<file path="src/hw/rtl/gga_pkg.sv">
// ----------------------------------------------------------------------------
// gga_pkg
// Types, character codes, field numbers and conversion constants shared by
// the GGA sentence position parser.
// ----------------------------------------------------------------------------
package gga_pkg;

    // field numbers (count of commas seen before the field)
    localparam logic [3:0] FIELD_LAT      = 4'd2;
    localparam logic [3:0] FIELD_LAT_HEMI = 4'd3;
    localparam logic [3:0] FIELD_LON      = 4'd4;
    localparam logic [3:0] FIELD_LON_HEMI = 4'd5;
    localparam logic [3:0] FIELD_FIX      = 4'd6;
    localparam logic [3:0] FIELD_SAT      = 4'd7;
    localparam logic [3:0] COMMA_MAX      = 4'd15;
    localparam logic [3:0] COMMAS_OK      = 4'd14;

    // character codes
    localparam logic [7:0] CHAR_COMMA = 8'h2C;
    localparam logic [7:0] CHAR_DOT   = 8'h2E;
    localparam logic [7:0] CHAR_ZERO  = 8'h30;
    localparam logic [7:0] CHAR_NINE  = 8'h39;
    localparam logic [7:0] CHAR_S     = 8'h53;
    localparam logic [7:0] CHAR_W     = 8'h57;

    // field character count saturates here
    localparam logic [2:0] CHARS_MAX = 3'd7;

    // conversion constants
    localparam logic [23:0] E7         = 24'd10000000;
    localparam logic [31:0] SAT_E7     = 32'd1800000000;
    localparam logic [29:0] ROUND_HALF = 30'd30;
    // ceil(2^36 / 60): exact floor division by 60 for any 30-bit numerator
    localparam logic [30:0] RECIP_60   = 31'd1145324613;
    localparam int          RECIP_SHIFT = 36;

    // snapshot of a finished coordinate field
    typedef struct packed {
        logic        is_lon;
        logic        mag_ok;
        logic [7:0]  deg;
        logic [6:0]  whole;
        logic [23:0] frac;
        logic [23:0] scale;
    } conv_snap_t;

    // scaled partial products
    typedef struct packed {
        logic        is_lon;
        logic        mag_ok;
        logic [31:0] deg_e7;
        logic [29:0] whole_e7;
        logic [23:0] frac_e7;
    } conv_prod_t;

    // minutes numerator with rounding offset
    typedef struct packed {
        logic        is_lon;
        logic        mag_ok;
        logic [31:0] deg_e7;
        logic [29:0] num;
    } conv_sum_t;

    // minutes divided by sixty
    typedef struct packed {
        logic        is_lon;
        logic        mag_ok;
        logic [31:0] deg_e7;
        logic [24:0] quot;
    } conv_quot_t;

    // 10^n for n in 0..7
    function automatic logic [23:0] pow10(input logic [2:0] n);
        logic [23:0] p;
        case (n)
            3'd0:    p = 24'd1;
            3'd1:    p = 24'd10;
            3'd2:    p = 24'd100;
            3'd3:    p = 24'd1000;
            3'd4:    p = 24'd10000;
            3'd5:    p = 24'd100000;
            3'd6:    p = 24'd1000000;
            default: p = 24'd10000000;
        endcase
        return p;
    endfunction

    // saturating decimal shift-in of one digit
    function automatic logic [7:0] sat_dec8(input logic [7:0] acc, input logic [3:0] d);
        logic [11:0] v;
        v = 12'(acc) * 12'd10 + 12'(d);
        return (v > 12'd255) ? 8'hFF : v[7:0];
    endfunction

endpackage

</file>
<file path="src/hw/rtl/gga_sentence_position_parser_unit.sv">
// ----------------------------------------------------------------------------
// gga_sentence_position_parser_unit
// Parses a GGA sentence one character a word and returns position, fix
// quality and satellite count once the last character has been taken.
// ----------------------------------------------------------------------------
//
//  channel | handshake            | payload
//  --------+----------------------+--------------------------------------------
//  in      | in_valid / in_ready  | sentence_byte, last_byte
//  out     | out_valid / out_ready| parse_ok, latitude_e7, longitude_e7,
//          |                      | fix_quality, satellite_count
//
//  One character is taken every cycle while in_ready is high; the result word
//  appears the cycle after the last character is taken.
//  A coordinate is converted by a four-stage pipeline (multiply, add, divide
//  by sixty through a reciprocal multiply, saturate) behind its closing comma.
//  in_ready drops only while a result word waits and out_ready is low.
//  Reset clears all parser state and empties the output register.
//
module gga_sentence_position_parser_unit #(
    parameter int FRAC_DIGITS = 7
) (
    input  logic               clk,
    input  logic               rst_n,
    input  logic               in_valid,
    output logic               in_ready,
    input  logic [7:0]         sentence_byte,
    input  logic               last_byte,
    output logic               out_valid,
    input  logic               out_ready,
    output logic               parse_ok,
    output logic signed [31:0] latitude_e7,
    output logic signed [31:0] longitude_e7,
    output logic [7:0]         fix_quality,
    output logic [7:0]         satellite_count
);
    import gga_pkg::*;

    localparam logic [2:0] FRAC_MAX = 3'(FRAC_DIGITS);

    // parser state
    logic [3:0]  comma_reg,   comma_next;
    logic [2:0]  fcc_reg,     fcc_next;
    logic        dot_seen_reg, dot_seen_next;
    logic        dot_ok_reg,  dot_ok_next;
    logic [7:0]  deg_reg,     deg_next;
    logic [3:0]  tens_reg,    tens_next;
    logic [3:0]  units_reg,   units_next;
    logic [23:0] frac_reg,    frac_next;
    logic [2:0]  fd_reg,      fd_next;
    logic [1:0]  hemi_reg,    hemi_next;
    logic [1:0]  present_reg, present_next;
    logic [31:0] lat_reg,     lat_next;
    logic [31:0] lon_reg,     lon_next;
    logic [7:0]  fix_reg,     fix_next;
    logic [7:0]  sat_reg,     sat_next;

    // conversion pipeline
    conv_snap_t  s1_reg;
    conv_prod_t  s2_reg;
    conv_sum_t   s3_reg;
    conv_quot_t  s4_reg;
    logic        s1_valid_reg, s2_valid_reg, s3_valid_reg, s4_valid_reg;
    conv_snap_t  snap;
    logic        snap_go;
    logic [47:0] frac_prod;
    logic [60:0] quot_prod;
    logic [32:0] mag_sum;
    logic [31:0] mag_final;

    // output register
    logic        out_valid_reg;
    logic        parse_ok_reg;
    logic [31:0] lat_out_reg, lon_out_reg;
    logic [7:0]  fix_out_reg, sat_out_reg;

    // handshake and character decode
    logic        accept;
    logic        done;
    logic        is_digit;
    logic        is_comma;
    logic        is_dot;
    logic [3:0]  digit;
    logic        ok;

    assign in_ready = !out_valid_reg || out_ready;
    assign accept   = in_valid && in_ready;
    assign done     = accept && last_byte;
    assign is_digit = (sentence_byte >= CHAR_ZERO) && (sentence_byte <= CHAR_NINE);
    assign is_comma = (sentence_byte == CHAR_COMMA);
    assign is_dot   = (sentence_byte == CHAR_DOT);
    assign digit    = is_digit ? sentence_byte[3:0] : 4'd0;

    // snapshot of the coordinate field being closed
    always_comb
    begin
        snap.is_lon = (comma_reg == FIELD_LON);
        snap.mag_ok = (fcc_reg >= 3'd4) && dot_seen_reg && dot_ok_reg;
        snap.deg    = deg_reg;
        snap.whole  = 7'(tens_reg) * 7'd10 + 7'(units_reg);
        snap.frac   = frac_reg;
        snap.scale  = pow10(3'd7 - fd_reg);
    end

    // final stage: add degrees and saturate; a malformed field gives zero
    assign mag_sum   = 33'(s4_reg.deg_e7) + 33'(s4_reg.quot);
    assign mag_final = !s4_reg.mag_ok ? 32'd0 :
                       (mag_sum > 33'(SAT_E7)) ? SAT_E7 : mag_sum[31:0];

    // parser next state
    always_comb
    begin
        comma_next    = comma_reg;
        fcc_next      = fcc_reg;
        dot_seen_next = dot_seen_reg;
        dot_ok_next   = dot_ok_reg;
        deg_next      = deg_reg;
        tens_next     = tens_reg;
        units_next    = units_reg;
        frac_next     = frac_reg;
        fd_next       = fd_reg;
        hemi_next     = hemi_reg;
        present_next  = present_reg;
        lat_next      = lat_reg;
        lon_next      = lon_reg;
        fix_next      = fix_reg;
        sat_next      = sat_reg;
        snap_go       = 1'b0;

        // converted coordinate lands in its latch
        if (s4_valid_reg)
        begin
            if (s4_reg.is_lon)
                lon_next = mag_final;
            else
                lat_next = mag_final;
        end

        if (accept)
        begin
            if (is_comma)
            begin
                snap_go = (comma_reg == FIELD_LAT) || (comma_reg == FIELD_LON);
                if (comma_reg != COMMA_MAX)
                    comma_next = comma_reg + 4'd1;
                fcc_next      = 3'd0;
                dot_seen_next = 1'b0;
                dot_ok_next   = 1'b0;
                deg_next      = 8'd0;
                tens_next     = 4'd0;
                units_next    = 4'd0;
                frac_next     = 24'd0;
                fd_next       = 3'd0;
            end
            else
            begin
                case (comma_reg)
                    FIELD_LAT, FIELD_LON:
                    begin
                        present_next = present_reg |
                                       ((comma_reg == FIELD_LAT) ? 2'b01 : 2'b10);
                        if (is_dot && !dot_seen_reg)
                        begin
                            dot_seen_next = 1'b1;
                            dot_ok_next   = (fcc_reg >= 3'd2);
                        end
                        else if (!dot_seen_reg)
                        begin
                            deg_next   = sat_dec8(deg_reg, tens_reg);
                            tens_next  = units_reg;
                            units_next = digit;
                        end
                        else if (fd_reg < FRAC_MAX)
                        begin
                            frac_next = 24'(frac_reg * 24'd10) + 24'(digit);
                            fd_next   = fd_reg + 3'd1;
                        end
                    end
                    FIELD_LAT_HEMI, FIELD_LON_HEMI:
                    begin
                        if (comma_reg == FIELD_LAT_HEMI)
                        begin
                            if (fcc_reg == 3'd0 && (sentence_byte == CHAR_S ||
                                                    sentence_byte == CHAR_W))
                                hemi_next[0] = 1'b1;
                            else
                                hemi_next[0] = 1'b0;
                        end
                        else
                        begin
                            if (fcc_reg == 3'd0 && (sentence_byte == CHAR_S ||
                                                    sentence_byte == CHAR_W))
                                hemi_next[1] = 1'b1;
                            else
                                hemi_next[1] = 1'b0;
                        end
                    end
                    FIELD_FIX:
                    begin
                        if (is_digit)
                            fix_next = sat_dec8(fix_reg, digit);
                    end
                    FIELD_SAT:
                    begin
                        if (is_digit)
                            sat_next = sat_dec8(sat_reg, digit);
                    end
                    default:
                    begin
                    end
                endcase
                if (fcc_reg != CHARS_MAX)
                    fcc_next = fcc_reg + 3'd1;
            end
        end
    end

    // parser state registers, cleared after each sentence
    always_ff @(posedge clk or negedge rst_n)
    begin
        if (!rst_n)
        begin
            comma_reg    <= '0;
            fcc_reg      <= '0;
            dot_seen_reg <= 1'b0;
            dot_ok_reg   <= 1'b0;
            deg_reg      <= '0;
            tens_reg     <= '0;
            units_reg    <= '0;
            frac_reg     <= '0;
            fd_reg       <= '0;
            hemi_reg     <= '0;
            present_reg  <= '0;
            lat_reg      <= '0;
            lon_reg      <= '0;
            fix_reg      <= '0;
            sat_reg      <= '0;
        end
        else if (done)
        begin
            comma_reg    <= '0;
            fcc_reg      <= '0;
            dot_seen_reg <= 1'b0;
            dot_ok_reg   <= 1'b0;
            deg_reg      <= '0;
            tens_reg     <= '0;
            units_reg    <= '0;
            frac_reg     <= '0;
            fd_reg       <= '0;
            hemi_reg     <= '0;
            present_reg  <= '0;
            lat_reg      <= '0;
            lon_reg      <= '0;
            fix_reg      <= '0;
            sat_reg      <= '0;
        end
        else
        begin
            comma_reg    <= comma_next;
            fcc_reg      <= fcc_next;
            dot_seen_reg <= dot_seen_next;
            dot_ok_reg   <= dot_ok_next;
            deg_reg      <= deg_next;
            tens_reg     <= tens_next;
            units_reg    <= units_next;
            frac_reg     <= frac_next;
            fd_reg       <= fd_next;
            hemi_reg     <= hemi_next;
            present_reg  <= present_next;
            lat_reg      <= lat_next;
            lon_reg      <= lon_next;
            fix_reg      <= fix_next;
            sat_reg      <= sat_next;
        end
    end

    // conversion pipeline valids, flushed at sentence end
    always_ff @(posedge clk or negedge rst_n)
    begin
        if (!rst_n)
        begin
            s1_valid_reg <= 1'b0;
            s2_valid_reg <= 1'b0;
            s3_valid_reg <= 1'b0;
            s4_valid_reg <= 1'b0;
        end
        else if (done)
        begin
            s1_valid_reg <= 1'b0;
            s2_valid_reg <= 1'b0;
            s3_valid_reg <= 1'b0;
            s4_valid_reg <= 1'b0;
        end
        else
        begin
            s1_valid_reg <= snap_go;
            s2_valid_reg <= s1_valid_reg;
            s3_valid_reg <= s2_valid_reg;
            s4_valid_reg <= s3_valid_reg;
        end
    end

    assign frac_prod = s1_reg.frac * s1_reg.scale;
    assign quot_prod = s3_reg.num * RECIP_60;

    // conversion pipeline data
    always_ff @(posedge clk)
    begin
        if (snap_go)
            s1_reg <= snap;

        s2_reg.is_lon   <= s1_reg.is_lon;
        s2_reg.mag_ok   <= s1_reg.mag_ok;
        s2_reg.deg_e7   <= 32'(s1_reg.deg) * 32'(E7);
        s2_reg.whole_e7 <= 30'(s1_reg.whole) * 30'(E7);
        s2_reg.frac_e7  <= frac_prod[23:0];

        s3_reg.is_lon <= s2_reg.is_lon;
        s3_reg.mag_ok <= s2_reg.mag_ok;
        s3_reg.deg_e7 <= s2_reg.deg_e7;
        s3_reg.num    <= s2_reg.whole_e7 + 30'(s2_reg.frac_e7) + ROUND_HALF;

        s4_reg.is_lon <= s3_reg.is_lon;
        s4_reg.mag_ok <= s3_reg.mag_ok;
        s4_reg.deg_e7 <= s3_reg.deg_e7;
        s4_reg.quot   <= quot_prod[RECIP_SHIFT +: 25];
    end

    // result word
    assign ok = (comma_next >= COMMAS_OK) && (present_next == 2'b11);

    always_ff @(posedge clk or negedge rst_n)
    begin
        if (!rst_n)
            out_valid_reg <= 1'b0;
        else if (done)
            out_valid_reg <= 1'b1;
        else if (out_ready)
            out_valid_reg <= 1'b0;
    end

    always_ff @(posedge clk)
    begin
        if (done)
        begin
            parse_ok_reg <= ok;
            lat_out_reg  <= !ok ? 32'd0 : hemi_next[0] ? 32'd0 - lat_next : lat_next;
            lon_out_reg  <= !ok ? 32'd0 : hemi_next[1] ? 32'd0 - lon_next : lon_next;
            fix_out_reg  <= ok ? fix_next : 8'd0;
            sat_out_reg  <= ok ? sat_next : 8'd0;
        end
    end

    assign out_valid       = out_valid_reg;
    assign parse_ok        = parse_ok_reg;
    assign latitude_e7     = signed'(lat_out_reg);
    assign longitude_e7    = signed'(lon_out_reg);
    assign fix_quality     = fix_out_reg;
    assign satellite_count = sat_out_reg;

endmodule
</file>
<file path="config.mk">
export PLATFORM = sky130hd
export DESIGN_NAME = gga_sentence_position_parser_unit
export DESIGN_NICKNAME = d
export VERILOG_FILES = /design/src/hw/rtl/gga_pkg.sv /design/src/hw/rtl/gga_sentence_position_parser_unit.sv
export SDC_FILE = /design/constraint.sdc
export NUM_CORES = 2
export LEC_CHECK = 0
export ABC_AREA = 1
export BUFFER_PORTS_ARGS = -buffer_cell sky130_fd_sc_hd__buf_2
export CORE_MARGIN = 4
export CORE_UTILIZATION = 60
export DETAILED_ROUTE_END_ITERATION = 7
export GPL_ROUTABILITY_DRIVEN = 1
export MAX_ROUTING_LAYER = met4
export PLACE_DENSITY_LB_ADDON = 0.12
export SLEW_MARGIN = 20
export SYNTH_ARGS = -nofsm -noshare
export SYNTH_HDL_FRONTEND = slang
export SYNTH_SLANG_ARGS = --single-unit
</file>
<file path="constraint.sdc">
create_clock -name clk -period 6.7 [get_ports clk]
set_input_delay 1.34 -clock clk [delete_from_list [all_inputs] [get_ports clk]]
set_output_delay 1.34 -clock clk [all_outputs]
set_load 0.03 [all_outputs]
</file>
# ---- Yosys cells after proc, flatten, opt, wreduce, memory -nomap -nowiden
# Cells that the tools add are included.
dict set report word_totals {
  out_inout_bits 83
  ff_bits 470
  input_bits 13
}
dict set report classes {
  n_addsub 14
  n_eq_ne 21
  n_mul 9
  mux 95
  reduce_logical 28
  n_lt_le_gt_ge 10
  bitwise 1
}
# cell count
set op_table {}
lappend op_table {{32-bit 2-to-1 mux} 10}
lappend op_table {{24-bit 2-to-1 mux} 7}
lappend op_table {{24-bit one-hot mux with 7 select lines} 1}
lappend op_table {{8-bit 2-to-1 mux} 19}
lappend op_table {{4-bit 2-to-1 mux} 17}
lappend op_table {{1-bit by 32-bit subtractor with 32-bit output (first input constant)} 2}
lappend op_table {{30-bit by 31-bit multiplier with 61-bit output (second input constant)} 1}
lappend op_table {{12-bit by 4-bit adder with 12-bit output} 3}
lappend op_table {{12-bit by 8-bit > comparator with 1-bit output (second input constant)} 3}
lappend op_table {{32-bit by 25-bit adder with 33-bit output} 1}
lappend op_table {{33-bit by 31-bit > comparator with 1-bit output (second input constant)} 1}
lappend op_table {{8-bit by 3-bit multiplier with 11-bit output (second input constant)} 3}
lappend op_table {{3-bit 2-to-1 mux} 11}
lappend op_table {{30-bit by 24-bit adder with 30-bit output} 1}
lappend op_table {{30-bit by 5-bit adder with 30-bit output (second input constant)} 1}
lappend op_table {{8-bit by 17-bit multiplier with 25-bit output (second input constant)} 1}
lappend op_table {{24-bit by 4-bit adder with 24-bit output} 1}
lappend op_table {{24-bit by 24-bit multiplier with 24-bit output} 1}
lappend op_table {{24-bit by 3-bit multiplier with 23-bit output (second input constant)} 1}
lappend op_table {{7-bit by 17-bit multiplier with 23-bit output (second input constant)} 1}
lappend op_table {{1-bit 2-to-1 mux} 21}
lappend op_table {{2-bit 2-to-1 mux} 9}
lappend op_table {{4-bit by 3-bit == test with 1-bit output (second input constant)} 4}
lappend op_table {{8-bit by 6-bit == test with 1-bit output (second input constant)} 2}
lappend op_table {{other kinds (32)} 56}

# ---- Logic depth before layout (Yosys ltp)
dict set report depth {
  depth_word 11
  mapped_depth 36
}

# ---- Least setup slack after synthesis
# OpenSTA, ideal clock, no wires.
dict set report synth_timing {
  path_type {reg2reg}
  start {reg s1_reg[13] in the netlist's numbering}
  end {reg s2_reg[22] in the netlist's numbering}
  setup_ns 0.072
  synth_period_minus_slack_ns 6.009
  t_arrival_ns 5.937
  setup_slack_ns 0.691
  stages_incl_launch_ff 33
  path_cell_list {edfxtp_1 > clkbuf_1 > buf_1 > nand2_1 > inv_1 > fa_1 > inv_1 > fa_1 > inv_1 > fa_1 > ha_1 > fa_1 > inv_1 > fa_1 > fa_1 > inv_1 > ha_1 > nand3_1 > nand2_1 > nand3_1 > nand2_1 > nand2_1 > nand2_1 > nand3_1 > nand2_1 > a21oi_1 > inv_1 > a21oi_1 > inv_1 > a21oi_1 > nor2_1 > nor2_1 > xnor2_1}
}
dict set report synth_between {
  elab_chain_cells 1
}
# element line_no
set synth_lines {}
lappend synth_lines {{start, declared} gga_sentence_position_parser_unit.sv:59} ;# conv_snap_t s1_reg;
lappend synth_lines {{start signal, assigned} gga_sentence_position_parser_unit.sv:310} ;# s1_reg <= snap;
lappend synth_lines {{24-bit by 24-bit multiplier with 24-bit output} gga_sentence_position_parser_unit.sv:303} ;# assign frac_prod = s1_reg.frac * s1_reg.scale;
lappend synth_lines {{via frac_prod[22]} gga_sentence_position_parser_unit.sv:66} ;# logic [47:0] frac_prod;
lappend synth_lines {{end, declared} gga_sentence_position_parser_unit.sv:60} ;# conv_prod_t s2_reg;
# The timed path passes the listed nets, and every way through them passes these cells.
# A chain may end at the register's enable or synchronous reset.

# ---- Worst setup path after layout
dict set report layout_timing {
  start {reg s1_reg[0] in the netlist's numbering}
  end {reg s2_reg[23] in the netlist's numbering}
}
# Same word-level chain as after synthesis.

==> impl_metrics.yaml <==
synth:
  ys_seq_area_share_pct: 26.24
  synth-seq-cells: 462
  synth-edff-count: 138
  avgSynthCellArea_um2: 8.506
  synthesis.area_um2: 43200
  synth_cell_types: 67
  ys_warn_count: 0
  synthCells: 5079
  synth_fp_nets: 6098
  postSynth.asyncResetShare_pct: 30.52
  ys.flop_type: "dfxtp_1"
worst_hold_path:
  holdCritPathClass: "reg2reg"
  hp-start: "s2_reg[87]$_DFF_P_"
  whs_path_depth: 0
  whs_endpoint: "s3_reg[63]$_DFF_P_"
clock_tree:
  cts_tree: "built"
  path_clk_slew_ns: 0.06
  clock_sinks: 462
  htreeDepth: 2
  insertion_delay_ns: 0.63
  clock_path_buffers: 3
  post_cts_resized: 0
  numCtsBuffers: 51
  clockRootBuffer: "clkbuf_16"
routing:
  postRouteAntennaNets: 0
  wirelength_um: 101600
  drc: 0
  dr.pass1.iters: 5
  avgRoutedWirePerCell_um: 16.48
  vias: 32180
  via_per_inst: 5.222
  drt_iter0_markers: 1993
power:
  irDropWorstVdd_uv: 204.6
  powerDensity_nw_per_um2: 171.9
  totalPowerFinal_mw: 8.000
  leakage_nw: 25.91
setup_path:
  worstReg2RegEnd: "s2_reg[23]$_DFF_P_"
  required_ns: 7.20
  endpoint_kind: "register"
  crit_slowest_cell: "edfxtp_1"
  path_buf_inv: 6
  critPathTopFamily: "adder cells"
  path_depth: 27
  crit_fanout: 8
  rrSetupSlack_ns: 0.40
  rr_worst_depth: 27
  cp_slowest_stage_delay_ns: 0.58
  critPathLaunchType: "register"
  critPathKind: "reg2reg"
  critPathArrivalTime_ns: 6.80
  r2r_start: "s1_reg[0]$_DFFE_PP_"
sta:
  tns_ns: 0
  relSlewSlack_pct: 33.28
  final-hold-violation-count: 0
  finalCritPeriodShare_pct: 94.04
  report.final.slew_viol_count: 0
  worst_slew_pin_slew_ns: 1.001
  layout_min_cycle_time_ns: 6.301
  rsz0062_at_grt: "false"
  fin_skew_ns: 0.07004
  setup_viol_count_final: 0
  fmax_ghz: 0.1587
die:
  start_util_pct: 60.44
  ioPinCount: 96
  die_h_um: 276.3
  chipWidth_um: 276.3
  die_area_um2: 76360
  core_area_um2: 71490
  num_rows: 98
flow_run:
  maxCapViolCount: 0
final_layout:
  nets: 6190
  drive_above_1_share_pct: 7.481
  largest_reg_flops: 74
  syn_to_final_growth_pct: 7.730
  num_antenna_cells: 0
grt:
  grt_pass1_wl_um: 168900
  antenna_found_initial: 0
  grt_pass1_vias: 32810
  grt_max_degree: 90
  grt_overflow: 0
  grtUsageTotal_pct: 27.84
placed_design:
  portBuffers: 95
  place.gp.congestion: 0.9437
  post-dp-hpwl_um: 83560
run_status:
  status: "complete, no violations"
power breakdown:
group	switching, mW	internal (mW)	total (mW)
registers	0.174	3.08	3.25
logic	1.22	0.682	1.90
clock network	1.24	1.62	2.85
total	2.63	5.37	8.00
placed cells by master (no fill, tap or decap), drive strengths merged, types with 26 or more instances in the layout:
cell and instances:
a21oi 231, buf 137, clkbuf 66, dfrtp 141
dfxtp 183, edfxtp 138, fa 369, ha 637
inv 1086, nand2 1003, nand3 146, nand4 34
nor2 412, nor3 50, o21ai 190, or2 26
xnor2 69, xor2 120
worst register-to-register path: cells and delay by family (launching register included):
kind	cells	cell delay, ns
flip-flops	1	0.58
AO/OA/AOI/OAI	4	0.81
adder cells (fa/ha/maj)	8	3.52
AND/OR/NAND/NOR	8	0.62
buffers and inverters	6	0.50
XOR/XNOR	1	0.12
cell type report:
type                    instances  area [µm²]
multi-input cells            3433       27400
fillers                      6207       24940
flip-flops and latches        462       11340
inverters                    1086        4081
clock buffers                  66        1435
well taps                     950        1189
repair buffers                137       797.0
clock inverters                29       305.3
per-layer routing:
layer | track usage [%] | share of wire [%] | vias to the layer above
met1 | 37.26 | 46 | 15310
met2 | 46.26 | 48 | 645
li1 | - | - | 16090
met3 | 2.677 | 4.1 | 140
met5 | - | 0 | -
met4 | 6.736 | 2.5 | 0
how the worst max path moves through the flow:
stage                          from            endpoint  slack (ns)
6_report        s1_reg[0]$_DFFE_PP_  s2_reg[23]$_DFF_P_        0.40
5_1_grt        s1_reg[27]$_DFFE_PP_  s2_reg[22]$_DFF_P_        0.01
4_1_cts         s1_reg[5]$_DFFE_PP_  s2_reg[23]$_DFF_P_        0.40
3_5_place_dp    s1_reg[5]$_DFFE_PP_  s2_reg[23]$_DFF_P_        0.39
3_3_place_gp    s1_reg[5]$_DFFE_PP_  s2_reg[23]$_DFF_P_        0.49
2_1_floorplan  s1_reg[13]$_DFFE_PP_  s2_reg[22]$_DFF_P_        0.69
kinds of logic after synthesis:
| family | after synthesis | share of synthesized area, % |
|---|---|---|
| and+or+nand+nor | 1704 | 17.01 |
| buffers and inverters | 1184 | 10.39 |
| adders and majority gates | 1006 | 35.55 |
| AOI/OAI and AO/OA | 534 | 6.982 |
| DFF | 462 | 26.24 |
| xor gates and xnor gates | 189 | 3.831 |
per-stage QoR:
stage / hold slack [ns] / setup slack, ns / utilization (%) / std cells / instance area, µm²
2_1_floorplan: 0.3096 / 0.6906 / - / 5079 / 43200
3_3_place_gp: 0.3107 / 0.4873 / 62.65 / 6066 / 44790
3_5_place_dp: 0.3121 / 0.3919 / 62.65 / 6066 / 44790
4_1_cts: 0.3226 / 0.3992 / 65.09 / 6161 / 46530
5_1_grt: 0.3309 / 0.01069 / 65.11 / 6163 / 46540
6_report: 0.3201 / 0.3994 / 65.11 / 6163 / 46540
cells in the mapped netlist, types with 10 or more instances:
cell / number / area share, %
inv_1: 1067 / 9.3
nand2_1: 939 / 8.2
ha_1: 637 / 18
nor2_1: 389 / 3.4
fa_1: 369 / 17
a21oi_1: 225 / 2.6
dfxtp_1: 183 / 8.5
o21ai_0: 158 / 1.8
dfrtp_1: 141 / 8.2
edfxtp_1: 138 / 9.6
nand3_1: 128 / 1.5
xor2_1: 120 / 2.4
clkbuf_1: 76 / 0.66
xnor2_1: 69 / 1.4
nand2_2: 49 / 0.71
nor3_1: 47 / 0.54
nand4_1: 34 / 0.49
o21ai_1: 27 / 0.31
or2_2: 25 / 0.36
o21a_1: 22 / 0.38
a31oi_1: 18 / 0.26
nor2_2: 18 / 0.26
inv_2: 17 / 0.15
nand3_2: 16 / 0.37
nand2_4: 14 / 0.36
a32o_1: 11 / 0.25
buf_2: 11 / 0.13
nor4_1: 11 / 0.16
o31ai_1: 10 / 0.17
what timing repair did:
action                                 in CTS  in global routing
setup endpoints to repair                   0                  1
hold buffers                                0                  0
buffers inserted                            0                  2
endpoints found under the hold margin       0                  0
Note: power is estimated with default switching activity, not from simulation.
